<file path="src/hdl/assert_macros.svh">
// assertion helpers for the rgb to hsl conversion core
`ifndef ASSERT_MACROS_SVH
`define ASSERT_MACROS_SVH

`ifndef SYNTHESIS
// concurrent check on an explicit clock and active-low reset
`define HSL_ASSERT_CLK(lbl, clk, rst_n, prop) \
    lbl: assert property (@(posedge clk) disable iff (!rst_n) prop) \
        else $error("hsl assertion failed");
// concurrent check on the block clock and reset
`define HSL_ASSERT(lbl, prop) \
    `HSL_ASSERT_CLK(lbl, i_clk, i_rst_n, prop)
`else
`define HSL_ASSERT_CLK(lbl, clk, rst_n, prop)
`define HSL_ASSERT(lbl, prop)
`endif

`endif

</file>
<file path="src/hdl/hsl_pkg.sv">
package hsl_pkg;

    localparam int CH_W   = 8;            // one color channel
    localparam int SUM_W  = 9;            // max + min
    localparam int HUE_W  = 13;           // hue in 1/16 degree
    localparam int SAT_W  = 8;
    localparam int NUM_W  = 11;           // hue numerator k*d + diff, below 6*255
    localparam int DVD_W  = 21;           // dividend, 960 * numerator fits here
    localparam int DVS_W  = 9;            // divisor, d or den
    localparam int Q_W    = 13;           // quotient bits, one per divider stage
    localparam int N_DIV  = Q_W;
    localparam int N_FRONT = 2;           // front stages ahead of the dividers
    localparam int N_STG  = N_DIV + N_FRONT;

    localparam int IN_TDATA_W  = 24;
    localparam int OUT_TDATA_W = 32;

    typedef struct packed {
        logic [N_DIV-1:0] load;           // per divider stage load enable
    } t_div_ctl;

endpackage

</file>
<file path="src/hdl/hsl_front.sv">
module hsl_front (
    input  logic                        i_clk,
    input  logic [hsl_pkg::N_FRONT-1:0] i_load,
    input  logic [hsl_pkg::CH_W-1:0]    i_red,
    input  logic [hsl_pkg::CH_W-1:0]    i_green,
    input  logic [hsl_pkg::CH_W-1:0]    i_blue,
    output logic [hsl_pkg::DVD_W-1:0]   o_hue_dvd,
    output logic [hsl_pkg::DVS_W-1:0]   o_hue_dvs,
    output logic [hsl_pkg::DVD_W-1:0]   o_sat_dvd,
    output logic [hsl_pkg::DVS_W-1:0]   o_sat_dvs,
    output logic [hsl_pkg::SUM_W-1:0]   o_sum
);
    import hsl_pkg::*;

    // first stage: max, min, spread, sum, saturation divisor, hue sector
    logic [CH_W-1:0]          mx;
    logic [CH_W-1:0]          mn;
    logic [CH_W-1:0]          d;
    logic [SUM_W-1:0]         sum;
    logic [SUM_W-1:0]         den;
    logic signed [CH_W:0]     diff;
    logic [1:0]               kh;        // sector offset in units of 2*d
    logic                     achro;
    logic [CH_W-1:0]          r_d;
    logic [SUM_W-1:0]         r_den;
    logic [SUM_W-1:0]         r_lsum;
    logic signed [CH_W:0]     r_diff;
    logic [1:0]               r_kh;
    logic                     r_achro;
    // second stage: hue numerator and both dividends
    logic [NUM_W-1:0]         kd;
    logic signed [NUM_W:0]    num_s;
    logic [NUM_W-1:0]         num;
    logic [DVD_W-1:0]         n_hue_dvd;
    logic [DVS_W-1:0]         n_hue_dvs;
    logic [DVD_W-1:0]         n_sat_dvd;
    logic [DVS_W-1:0]         n_sat_dvs;
    logic [DVD_W-1:0]         r_hue_dvd;
    logic [DVS_W-1:0]         r_hue_dvs;
    logic [DVD_W-1:0]         r_sat_dvd;
    logic [DVS_W-1:0]         r_sat_dvs;
    logic [SUM_W-1:0]         r_sum;

    always_comb begin
        mx = (i_red > i_green) ? i_red : i_green;
        mx = (mx > i_blue) ? mx : i_blue;
        mn = (i_red < i_green) ? i_red : i_green;
        mn = (mn < i_blue) ? mn : i_blue;
        d     = mx - mn;
        sum   = {1'b0, mx} + {1'b0, mn};
        achro = (mx == mn);
        den   = (sum > SUM_W'(255)) ? (SUM_W'(510) - sum) : sum;

        // first match decides: red, then green, then blue
        if (mx == i_red) begin
            diff = $signed({1'b0, i_green}) - $signed({1'b0, i_blue});
            kh   = (i_green < i_blue) ? 2'd3 : 2'd0;
        end else if (mx == i_green) begin
            diff = $signed({1'b0, i_blue}) - $signed({1'b0, i_red});
            kh   = 2'd1;
        end else begin
            diff = $signed({1'b0, i_red}) - $signed({1'b0, i_green});
            kh   = 2'd2;
        end
    end

    always_ff @(posedge i_clk) begin
        if (i_load[0]) begin
            r_d     <= d;
            r_den   <= den;
            r_lsum  <= sum;
            r_diff  <= diff;
            r_kh    <= kh;
            r_achro <= achro;
        end
    end

    always_comb begin
        kd = (r_kh[1] ? {1'b0, r_d, 2'b0} : NUM_W'(0))
           + (r_kh[0] ? {2'b0, r_d, 1'b0} : NUM_W'(0));
        num_s = $signed({1'b0, kd}) + $signed({{(NUM_W-CH_W){r_diff[CH_W]}}, r_diff});
        num = num_s[NUM_W-1:0];

        // achromatic: zero over one gives zero for both quotients
        if (r_achro) begin
            n_hue_dvd = '0;
            n_hue_dvs = DVS_W'(1);
            n_sat_dvd = '0;
            n_sat_dvs = DVS_W'(1);
        end else begin
            // 960 = 1024 - 64
            n_hue_dvd = ({num, 10'b0}) - DVD_W'({num, 6'b0});
            n_hue_dvs = {1'b0, r_d};
            // 255 = 256 - 1
            n_sat_dvd = DVD_W'({r_d, 8'b0}) - DVD_W'(r_d);
            n_sat_dvs = r_den;
        end
    end

    always_ff @(posedge i_clk) begin
        if (i_load[1]) begin
            r_hue_dvd <= n_hue_dvd;
            r_hue_dvs <= n_hue_dvs;
            r_sat_dvd <= n_sat_dvd;
            r_sat_dvs <= n_sat_dvs;
            r_sum     <= r_lsum;
        end
    end

    assign o_hue_dvd = r_hue_dvd;
    assign o_hue_dvs = r_hue_dvs;
    assign o_sat_dvd = r_sat_dvd;
    assign o_sat_dvs = r_sat_dvs;
    assign o_sum     = r_sum;

endmodule

</file>
<file path="src/hdl/hsl_div.sv">
module hsl_div (
    input  logic                        i_clk,
    input  hsl_pkg::t_div_ctl           i_ctl,
    input  logic [hsl_pkg::DVD_W-1:0]   i_dvd,
    input  logic [hsl_pkg::DVS_W-1:0]   i_dvs,
    output logic [hsl_pkg::Q_W-1:0]     o_quo
);
    import hsl_pkg::*;

    // restoring division, one quotient bit per stage, msb first;
    // the caller guarantees the quotient fits in Q_W bits
    logic [DVD_W-1:0] r_rem [N_DIV];
    logic [DVS_W-1:0] r_dvs [N_DIV];
    logic [Q_W-1:0]   r_quo [N_DIV];

    for (genvar k = 0; k < N_DIV; k++) begin : g_stg
        localparam int SH = Q_W - 1 - k;
        logic [DVD_W-1:0] rem_in;
        logic [DVS_W-1:0] dvs_in;
        logic [Q_W-1:0]   quo_in;
        logic [DVD_W:0]   trial;
        logic             take;
        logic [DVD_W-1:0] n_rem;
        logic [Q_W-1:0]   n_quo;

        if (k == 0) begin : g_first
            assign rem_in = i_dvd;
            assign dvs_in = i_dvs;
            assign quo_in = '0;
        end else begin : g_next
            assign rem_in = r_rem[k-1];
            assign dvs_in = r_dvs[k-1];
            assign quo_in = r_quo[k-1];
        end

        always_comb begin
            trial = (DVD_W+1)'(dvs_in) << SH;
            take  = ({1'b0, rem_in} >= trial);
            n_rem = take ? (rem_in - trial[DVD_W-1:0]) : rem_in;
            n_quo = quo_in | (Q_W'(take) << SH);
        end

        always_ff @(posedge i_clk) begin
            if (i_ctl.load[k]) begin
                r_rem[k] <= n_rem;
                r_dvs[k] <= dvs_in;
                r_quo[k] <= n_quo;
            end
        end
    end

    assign o_quo = r_quo[N_DIV-1];

endmodule

</file>
<file path="src/hdl/rgb_to_hsl_conversion_core.sv">
// rgb to hsl conversion core
// slave channel (s_axis) takes one rgb pixel per item: red, green, blue,
// 8 bits each, unsigned. master channel (m_axis) gives one result item per
// pixel, in order: hue in 1/16 degree (0..5759), saturation (0..255) and
// lightness as max+min (0..510).
// the pipeline has 15 register stages: two front stages (max, min, spread,
// sum and saturation divisor, then the hue numerator and both dividends) and
// 13 stages of two restoring dividers running side by side, one quotient bit
// per stage. throughput is one item per cycle while the receiver takes
// results; the divider stage count sets the pipeline depth, not the rate.
// every stage has its own valid bit and takes a new item whenever it is
// empty or the stage after it moves, so empty stages fill up while the
// receiver stalls and nothing is lost or repeated.
// the last stage is the output register: results wait there while
// i_m_axis_tready is low, and input items are still taken until all
// stages hold an item.
// reset (i_rst_n low, synchronous) empties all stages; the block has no
// other state and no configuration.
`include "assert_macros.svh"

module rgb_to_hsl_conversion_core (
    input  logic                               i_clk,
    input  logic                               i_rst_n,
    // pixel in
    input  logic                               i_s_axis_tvalid,
    output logic                               o_s_axis_tready,
    // [7:0] red_in, [15:8] green_in, [23:16] blue_in
    input  logic [hsl_pkg::IN_TDATA_W-1:0]     i_s_axis_tdata,
    // hsl out
    output logic                               o_m_axis_tvalid,
    input  logic                               i_m_axis_tready,
    // [12:0] hue_out, [20:13] saturation_out, [29:21] lightness_sum, [31:30] zero
    output logic [hsl_pkg::OUT_TDATA_W-1:0]    o_m_axis_tdata
);
    import hsl_pkg::*;

    // valid bit per stage: 0 and 1 are the front stages, N_STG-1 the output register
    logic [N_STG-1:0] r_valid;
    logic [N_STG-1:0] n_valid;
    logic [N_STG-1:0] rdy;       // stage may load this cycle

    logic [DVD_W-1:0] hue_dvd;
    logic [DVS_W-1:0] hue_dvs;
    logic [DVD_W-1:0] sat_dvd;
    logic [DVS_W-1:0] sat_dvs;
    logic [SUM_W-1:0] front_sum;
    logic [Q_W-1:0]   hue_quo;
    logic [Q_W-1:0]   sat_quo;
    t_div_ctl         div_ctl;

    // lightness rides alongside the divider stages
    logic [SUM_W-1:0] r_sum [N_DIV];

    // ready ripples back from the output: a stage loads when empty or moving
    always_comb begin
        rdy[N_STG-1] = !r_valid[N_STG-1] || i_m_axis_tready;
        for (int k = N_STG - 2; k >= 0; k--) begin
            rdy[k] = !r_valid[k] || rdy[k+1];
        end
    end

    always_comb begin
        n_valid = r_valid;
        if (rdy[0]) begin
            n_valid[0] = i_s_axis_tvalid;
        end
        for (int k = 1; k < N_STG; k++) begin
            if (rdy[k]) begin
                n_valid[k] = r_valid[k-1];
            end
        end
        div_ctl.load = rdy[N_STG-1:N_FRONT];
    end

    always_ff @(posedge i_clk) begin
        if (!i_rst_n) begin
            r_valid <= '0;
        end else begin
            r_valid <= n_valid;
        end
    end

    hsl_front u_front (
        .i_clk     (i_clk),
        .i_load    (rdy[N_FRONT-1:0]),
        .i_red     (i_s_axis_tdata[CH_W-1:0]),
        .i_green   (i_s_axis_tdata[2*CH_W-1:CH_W]),
        .i_blue    (i_s_axis_tdata[3*CH_W-1:2*CH_W]),
        .o_hue_dvd (hue_dvd),
        .o_hue_dvs (hue_dvs),
        .o_sat_dvd (sat_dvd),
        .o_sat_dvs (sat_dvs),
        .o_sum     (front_sum)
    );

    // hue = floor(960*num / d)
    hsl_div u_hue_div (
        .i_clk (i_clk),
        .i_ctl (div_ctl),
        .i_dvd (hue_dvd),
        .i_dvs (hue_dvs),
        .o_quo (hue_quo)
    );

    // saturation = floor(255*d / den), always below 256
    hsl_div u_sat_div (
        .i_clk (i_clk),
        .i_ctl (div_ctl),
        .i_dvd (sat_dvd),
        .i_dvs (sat_dvs),
        .o_quo (sat_quo)
    );

    always_ff @(posedge i_clk) begin
        if (div_ctl.load[0]) begin
            r_sum[0] <= front_sum;
        end
        for (int k = 1; k < N_DIV; k++) begin
            if (div_ctl.load[k]) begin
                r_sum[k] <= r_sum[k-1];
            end
        end
    end

    assign o_s_axis_tready = rdy[0];
    assign o_m_axis_tvalid = r_valid[N_STG-1];
    assign o_m_axis_tdata  = {2'b00, r_sum[N_DIV-1], sat_quo[SAT_W-1:0], hue_quo[HUE_W-1:0]};

    // an accepted pixel always lands in the front stage
    `HSL_ASSERT(a_in_lands, (i_s_axis_tvalid && o_s_axis_tready) |=> r_valid[0])
    // hue never reaches a full circle
    `HSL_ASSERT(a_hue_range, o_m_axis_tvalid |-> (o_m_axis_tdata[12:0] <= 13'd5759))
    // zero saturation only for gray pixels, which also have zero hue
    `HSL_ASSERT_CLK(a_gray_hue, i_clk, i_rst_n,
        (o_m_axis_tvalid && (o_m_axis_tdata[20:13] == 8'd0)) |-> (o_m_axis_tdata[12:0] == 13'd0))
    // saturation quotient never spills past 8 bits
    `HSL_ASSERT(a_sat_fits, o_m_axis_tvalid |-> (sat_quo[Q_W-1:SAT_W] == '0))

endmodule
</file>
<file path="config.mk">
export PLATFORM = sky130hd
export DESIGN_NAME = rgb_to_hsl_conversion_core
export DESIGN_NICKNAME = d
export VERILOG_FILES = /design/src/hdl/hsl_pkg.sv /design/src/hdl/hsl_front.sv /design/src/hdl/hsl_div.sv /design/src/hdl/rgb_to_hsl_conversion_core.sv
export VERILOG_INCLUDE_DIRS = /design/src /design/src/hdl
export SDC_FILE = /design/constraint.sdc
export NUM_CORES = 2
export LEC_CHECK = 0
export BUFFER_PORTS_ARGS = -buffer_cell sky130_fd_sc_hd__clkbuf_2
export CAP_MARGIN = 20
export CORE_AREA = 2 2 526 424
export DETAILED_ROUTE_END_ITERATION = 10
export DIE_AREA = 0 0 528 426
export GPL_ROUTABILITY_DRIVEN = 1
export REMOVE_ABC_BUFFERS = 1
export SETUP_SLACK_MARGIN = 0.1
export SLEW_MARGIN = 20
export SYNTH_ARGS = -nofsm -noshare
export SYNTH_HDL_FRONTEND = slang
export SYNTH_HIERARCHICAL = 1
export SYNTH_SLANG_ARGS = --single-unit
</file>
<file path="constraint.sdc">
create_clock -name i_clk -period 8.55 [get_ports i_clk]
set_input_delay 1.71 -clock i_clk [delete_from_list [all_inputs] [get_ports i_clk]]
set_output_delay 1.71 -clock i_clk [all_outputs]
set_load 0.01 [all_outputs]
</file>
**Word level (Yosys, flattened, before mapping)**

Memory sizes are Yosys's and may differ from the RTL's.
Cells that the tools add are included.
W data, S select, Z words.

- Flip-flop bits (word level): 122
- Latch bits: 0
- RAM bits: 1235
- Bits in read-only memories: 0
- Input port bits: 28
- Output and inout port bits: 34
- Logic and storage cells: 223
- Memories: 7

- Add/subtract/negate cells: 36
- Multipliers: 0
- Divide/modulo/power cells: 0
- $lt $le $gt $ge: 32
- Eq/ne operators: 3
- Shift operators: 0
- Muxes and demuxes: 64
- Bitwise logic cells: 24
- Reductions and logical operators: 30

Memory list:

| memory | words | bits a word | read ports | clocked after memory_dff | write ports | line | text |
|---|---|---|---|---|---|---|---|
| u_hue_div.r_rem | 13 | 21 | 12 | 0 | 13 | hsl_div.sv:12 | `logic [DVD_W-1:0] r_rem [N_DIV];` |
| u_sat_div.r_rem | 13 | 21 | 12 | 0 | 13 | hsl_div.sv:12 |  |
| u_hue_div.r_quo | 13 | 13 | 13 | 0 | 13 | hsl_div.sv:14 | `logic [Q_W-1:0] r_quo [N_DIV];` |
| u_sat_div.r_quo | 13 | 13 | 13 | 0 | 13 | hsl_div.sv:14 |  |
| r_sum | 13 | 9 | 13 | 0 | 13 | rgb_to_hsl_conversion_core.sv:52 | `logic [SUM_W-1:0] r_sum [N_DIV];` |
| u_hue_div.r_dvs | 13 | 9 | 12 | 0 | 13 | hsl_div.sv:13 | `logic [DVS_W-1:0] r_dvs [N_DIV];` |
| +1 memories | n/a | n/a | n/a | n/a | n/a | n/a |  |

Operators by type and width:

| operator | count |
|---|---|
| $mux W21 | 26 |
| $sub A21 B17 Y21 | 3 |
| $ge A21 B10 Y1 | 2 |
| $ge A21 B11 Y1 | 2 |
| $ge A21 B12 Y1 | 2 |
| $ge A21 B13 Y1 | 2 |
| $ge A21 B14 Y1 | 2 |
| $ge A21 B15 Y1 | 2 |
| $ge A21 B16 Y1 | 2 |
| $ge A21 B17 Y1 | 2 |
| $ge A21 B18 Y1 | 2 |
| $ge A21 B19 Y1 | 2 |
| $ge A21 B20 Y1 | 2 |
| $ge A21 B21 Y1 | 2 |
| $ge A21 B9 Y1 | 2 |
| $sub A21 B10 Y21 | 2 |
| $sub A21 B11 Y21 | 2 |
| $sub A21 B12 Y21 | 2 |
| $sub A21 B13 Y21 | 2 |
| $sub A21 B14 Y21 | 2 |
| $sub A21 B15 Y21 | 2 |
| $sub A21 B16 Y21 | 2 |
| $sub A21 B18 Y21 | 2 |
| $sub A21 B19 Y21 | 2 |
| other kinds (33) | 116 |

**Logic depth before layout (Yosys ltp)**

- Word-level depth: 16
- Depth in mapped cells: 25
- Depth with buffers taken out: 23

**Cells and area by module**

The synthesis kept the hierarchy.

By module, submodules not included:

| module | times used | cells each | area an instance (sq um) | sequential area each (sq um) |
|---|---|---|---|---|
| hsl_div (u_hue_div) | 1 | 1623 | 21471.8 | 13543.0 |
| hsl_div (u_sat_div) | 1 | 1623 | 21403.0 | 13543.0 |
| hsl_front | 1 | 726 | 7459.7 | 2792.7 |
| rgb_to_hsl_conversion_core | 1 | 205 | 4267.8 | 3813.7 |

**Worst setup path after synthesis**

Ideal clock, no wire load.

- Path kind: in2reg
- Start: input port i_s_axis_tdata[12] in the netlist's numbering
- End: register u_front.r_den[6] (data pin)
- Setup time: 273 ps
- Data arrival time: 7446 ps
- Required time: 8277 ps
- Path slack: 831 ps
- Stages: 25
- Path buffers: 2
- Cells stage by stage: inv_1 -> ha_1 -> a21o_1 -> a221oi_1 -> and2_1 -> clkbuf_1 -> nand2_1 -> o21ai_0 -> ha_1 -> o31a_1 -> or3_1 -> a21oi_1 -> o21ai_1 -> buf_2 -> mux2_1 -> ha_1 -> fa_1 -> a21o_1 -> a21oi_1 -> o21ai_0 -> a211oi_1 -> nand4_1 -> o31ai_1 -> nand2_1 -> xnor2_1

- Word-level cells in the longest chain between the ends: 7
- Elaborated cells on any way between the ends: 12
- Classes of those cells: add/sub: 2; order compare: 5; mux: 5

RTL lines:

| element | line | text |
|---|---|---|
| start: declaration | rgb_to_hsl_conversion_core.sv:28 | `input logic [hsl_pkg::IN_TDATA_W-1:0] i_s_axis_tdata,` |
| $gt A8 B8 Y1 or $lt A8 B8 Y1 (tied branches) | hsl_front.sv:45, hsl_front.sv:47 |  |
| $mux W8, on equally long branches | hsl_front.sv:45, hsl_front.sv:47 |  |
| $gt A8 B8 Y1 or $lt A8 B8 Y1 (tied branches) | hsl_front.sv:46, hsl_front.sv:48 |  |
| $mux W8, on equally long branches | hsl_front.sv:46, hsl_front.sv:48 |  |
| $add A8 B8 Y9 (*) | hsl_front.sv:50 | `sum = {1'b0, mx} + {1'b0, mn};` |
| named net u_front.sum[6] | hsl_front.sv:19 | `logic [SUM_W-1:0] sum;` |
| $sub A9 B9 Y9 or $gt A9 B8 Y1 (tied branches) | hsl_front.sv:52 | `den = (sum > SUM_W'(255)) ? (SUM_W'(510) - sum) : sum;` |
| $mux W9 (*) | hsl_front.sv:52 |  |
| named net u_front.den[6] | hsl_front.sv:20 | `logic [SUM_W-1:0] den;` |
| end signal: assignment | hsl_front.sv:70 | `r_den <= den;` |
| end: declaration | hsl_front.sv:25 | `logic [SUM_W-1:0] r_den;` |

Mark *: on every way through the listed nets, which the timed path passes. The rest lies on a longest branch.
A chain may end at the register's enable or synchronous reset.

**Worst setup path after layout**

- Start: input port i_s_axis_tdata[12] in the netlist's numbering
- End: register u_front.r_den[3] (data pin)

- Word-level cells in the longest chain between the ends: 7
- Elaborated cells on any way between the ends: 12
- Classes of those cells: add/sub: 2; order compare: 5; mux: 5

RTL lines:

| element | line |
|---|---|
| $gt A8 B8 Y1 or $lt A8 B8 Y1 (tied branches) | hsl_front.sv:45, hsl_front.sv:47 |
| $mux W8, on equally long branches | hsl_front.sv:45, hsl_front.sv:47 |
| $gt A8 B8 Y1 or $lt A8 B8 Y1 (tied branches) | hsl_front.sv:46, hsl_front.sv:48 |
| $mux W8, on equally long branches | hsl_front.sv:46, hsl_front.sv:48 |
| $add A8 B8 Y9 (*) | hsl_front.sv:50 |
| named net u_front.sum[6] | hsl_front.sv:19 |
| $gt A9 B8 Y1 (*) | hsl_front.sv:52 |
| $mux W9 (*) | hsl_front.sv:52 |
| named net u_front.den[3] | hsl_front.sv:20 |

Marked as above.

==> impl_metrics.csv <==
group,metric,value,unit
setup_path,crit_chain,"clkbuf_2 -> inv_1 -> ha_1 -> a21o_1 -> a221oi_1 -> a21oi_2 -> buf_4 -> o21ai_0 -> ha_1 -> and4_1 -> a21boi_2 -> a221oi_1 -> a21oi_1 -> ha_1 -> fa_1 -> a21o_1 -> a21oi_1 -> o21ai_0 -> a211oi_1 -> nand4_1 -> o31ai_1 -> buf_4 -> nand2b_1 -> xnor2_1",
drt,drc,0,
cts,h-tree-depth,3,
synthesis,ys_warn_count,6,
setup_path,crit_buf_inv,4,
drt,wl_per_cell,14.2,um
synthesis,syn_avg_cell_area,12.8,sq um
finish,drive_gt1_share,9.27,%
floorplanning,dieHeight,426,um
sta,slew_violations,0,
sta,timing.hold.ws,0.400,ns
cts,clkLatencyLatePin,0.70,ns
cts,clkSlewWorstSetupHoldPaths,0.06,ns
finish,nets,4617,
floorplanning,start_util,24.1,%
sta,finalHoldViolations,0,
pwr,p_int,0.0171,W
floorplanning,dieArea,225000,sq um
sta,maxSlewHeadroom,32.4,%
setup_path,end_kind,"flop",
sta,rsz0062_at_grt,"no",
grt,grt_usage,8.93,%
grt,gr-total-overflow,0,
hold_path,holdCritPathClass,"flop to flop",
setup_path,crit_path_max_incr_delay,0.63,ns
cts,cts_tree,"built",
sta,setup_slack,1.05,ns
pwr,pwr-share-clk,16.6,%
sta,period_minus_slack,7.50,ns
cts,clock-sinks,1072,
pwr,powerDensity,444,nW/um^2
synthesis,syn_area,52900,sq um
drt,routed_wl,102000,um
setup_path,startpoint_type,"input port",
drt,firstDrtPassIters,7,
placed_design,dp_hpwl,76500,um
setup_path,cp_max_fo,18,
synthesis,synthCells,4121,
finish,area_delta_synth_final,13.5,%
pwr,p_switching,0.00957,W
drt,drt-initial-drc-count,1966,
grt,first_global_vias,30957,
outcome,status,"completed",
sta,tns,0,ns
pwr,p_sw_share,35.9,%
cts,root_buffer,"clkbuf_16",
placed_design,port_buffers,59,
setup_path,worstPathArrival,7.94,ns
cts,cts_made_buffers,103,
grt,grt_max_degree,86,
setup_path,required,8.99,ns
setup_path,cpLargestDelayFamily,"compound AO/OA/AOI/OAI gates",
floorplanning,die_w,528,um
cts,post-cts-setup-buffers,0,
floorplanning,ios,62,
grt,antenna_found_initial,1,
setup_path,cpMaxStageDelayCell,"a221oi_1",
cts,cts-resized-gates,0,
placed_design,dp_slack,0.411,ns
cts,clk_path_buf_depth,3,
drt,vias_per_cell,4.30,
pwr,leakagePower,22.8,nW
pwr,peakVddDrop,0.281,mV
floorplanning,fp-row-count,154,
setup_path,path_class,"input port to flop",
pwr,seq_power_share,40.4,%
sta,min_period_over_period,87.7,%
job,cap_violations,0,
sta,finClkSkew,0.0259,ns
grt,grt_pass1_wl,164000,um
sta,max_freq,133,MHz
placed_design,gp_congestion,0.862,
drt,ant_nets,0,
floorplanning,core,219000,sq um
sta,worst_slew_pin_slew,1.01,ns
sta,finalSetupViolCount,0,
pwr,combPwrFrac,43.0,%
setup_path,crit_top_cell,"ha_1",
cts,hold_buffers,0,
drt,vias,30990,
## routing by layer
metal	part of all wire (%)	global-route usage (%)	up-vias
met2	47	14.9	564
li1	-	-	15536
met3	3.5	1.51	186
met5	0	0	-
met4	2.8	2.78	0
met1	47	11.8	14704
## path summary, 6_finish.rpt
path,slack [ns],depth (start not counted),end,startpoint
max,1.05,24,u_front/r_den[3],i_s_axis_tdata[12]
min,0.40,0,r_sum[0][40],r_sum[0][31]
min reg2reg,0.40,0,r_sum[0][40],r_sum[0][31]
max reg2reg,3.77,17,u_front/o_hue_dvd[20],u_front/r_kh[1]
## cell usage in the layout (no fill, tap or decap), types with 25 or more instances in the layout
cell type     n
xnor2_1     141
nor2_1      252
ha_1        309
fa_1         37
nor3_1      103
a21oi_1     219
nor2b_1      90
o21ai_0     208
mux2i_1      33
edfxtp_1   1057
inv_1       350
clkbuf_16   103
nand4_1      32
clkinv_1     25
o31ai_1      35
nor4_1       74
xor2_1      156
or3_1        36
nand3_1      42
mux2_2       75
nand2b_1     47
a211oi_1     29
buf_4        32
o21a_1       55
nand2_1     196
clkbuf_2     59
a21o_1       74
## power groups by stage
| stage | Combinational, W | Sequential, W | Clock, W |
|---|---|---|---|
| after floorplan | 0.00912 | 0.0102 | 0 |
| after global placement | 0.0110 | 0.0108 | 0 |
| after detailed placement | 0.0114 | 0.0109 | 0 |
| after CTS | 0.0115 | 0.0108 | 0.00459 |
| after global routing | 0.0130 | 0.0111 | 0.00480 |
| final | 0.0115 | 0.0108 | 0.00443 |
## registers in the layout (all words and copies together) (netlist names)
signal and count:
r_sum 117, r_valid 15, u_front/o_hue_dvd 15, u_front/o_hue_dvs 7, u_front/o_sat_dvd 17, u_front/o_sat_dvs 9, u_front/o_sum 9, u_front/r_achro 1
u_front/r_d 8, u_front/r_den 8, u_front/r_diff 9, u_front/r_kh 2, u_front/r_lsum 8, u_hue_div/r_dvs 108, u_hue_div/r_quo 91, u_hue_div/r_rem 252
u_sat_div/r_dvs 108, u_sat_div/r_quo 36, u_sat_div/r_rem 252
## metrics by stage
stage | total power (W) | std cells | instance area, sq um | util (%)
3_5_place_dp | 0.0223 | 7023 | 56700 | 25.9
2_1_floorplan | 0.0194 | 4046 | 52500 | -
3_3_place_gp | 0.0219 | 7023 | 56700 | 25.9
4_1_cts | 0.0268 | 7211 | 60100 | 27.4
5_1_grt | 0.0289 | 7212 | 60100 | 27.4
6_report | 0.0267 | 7213 | 60100 | 27.4
## final cells by class
class	instances	area, sq um
clock inverter	63	606
antenna	1	2.50
clock buffer	125	2700
tap	2886	3610
inverter	356	1350
multi-input combinational	2618	19200
sequential	1072	32000
timing repair buffer	92	563
fill	22194	159000
(Power assumes the default switching activity.)
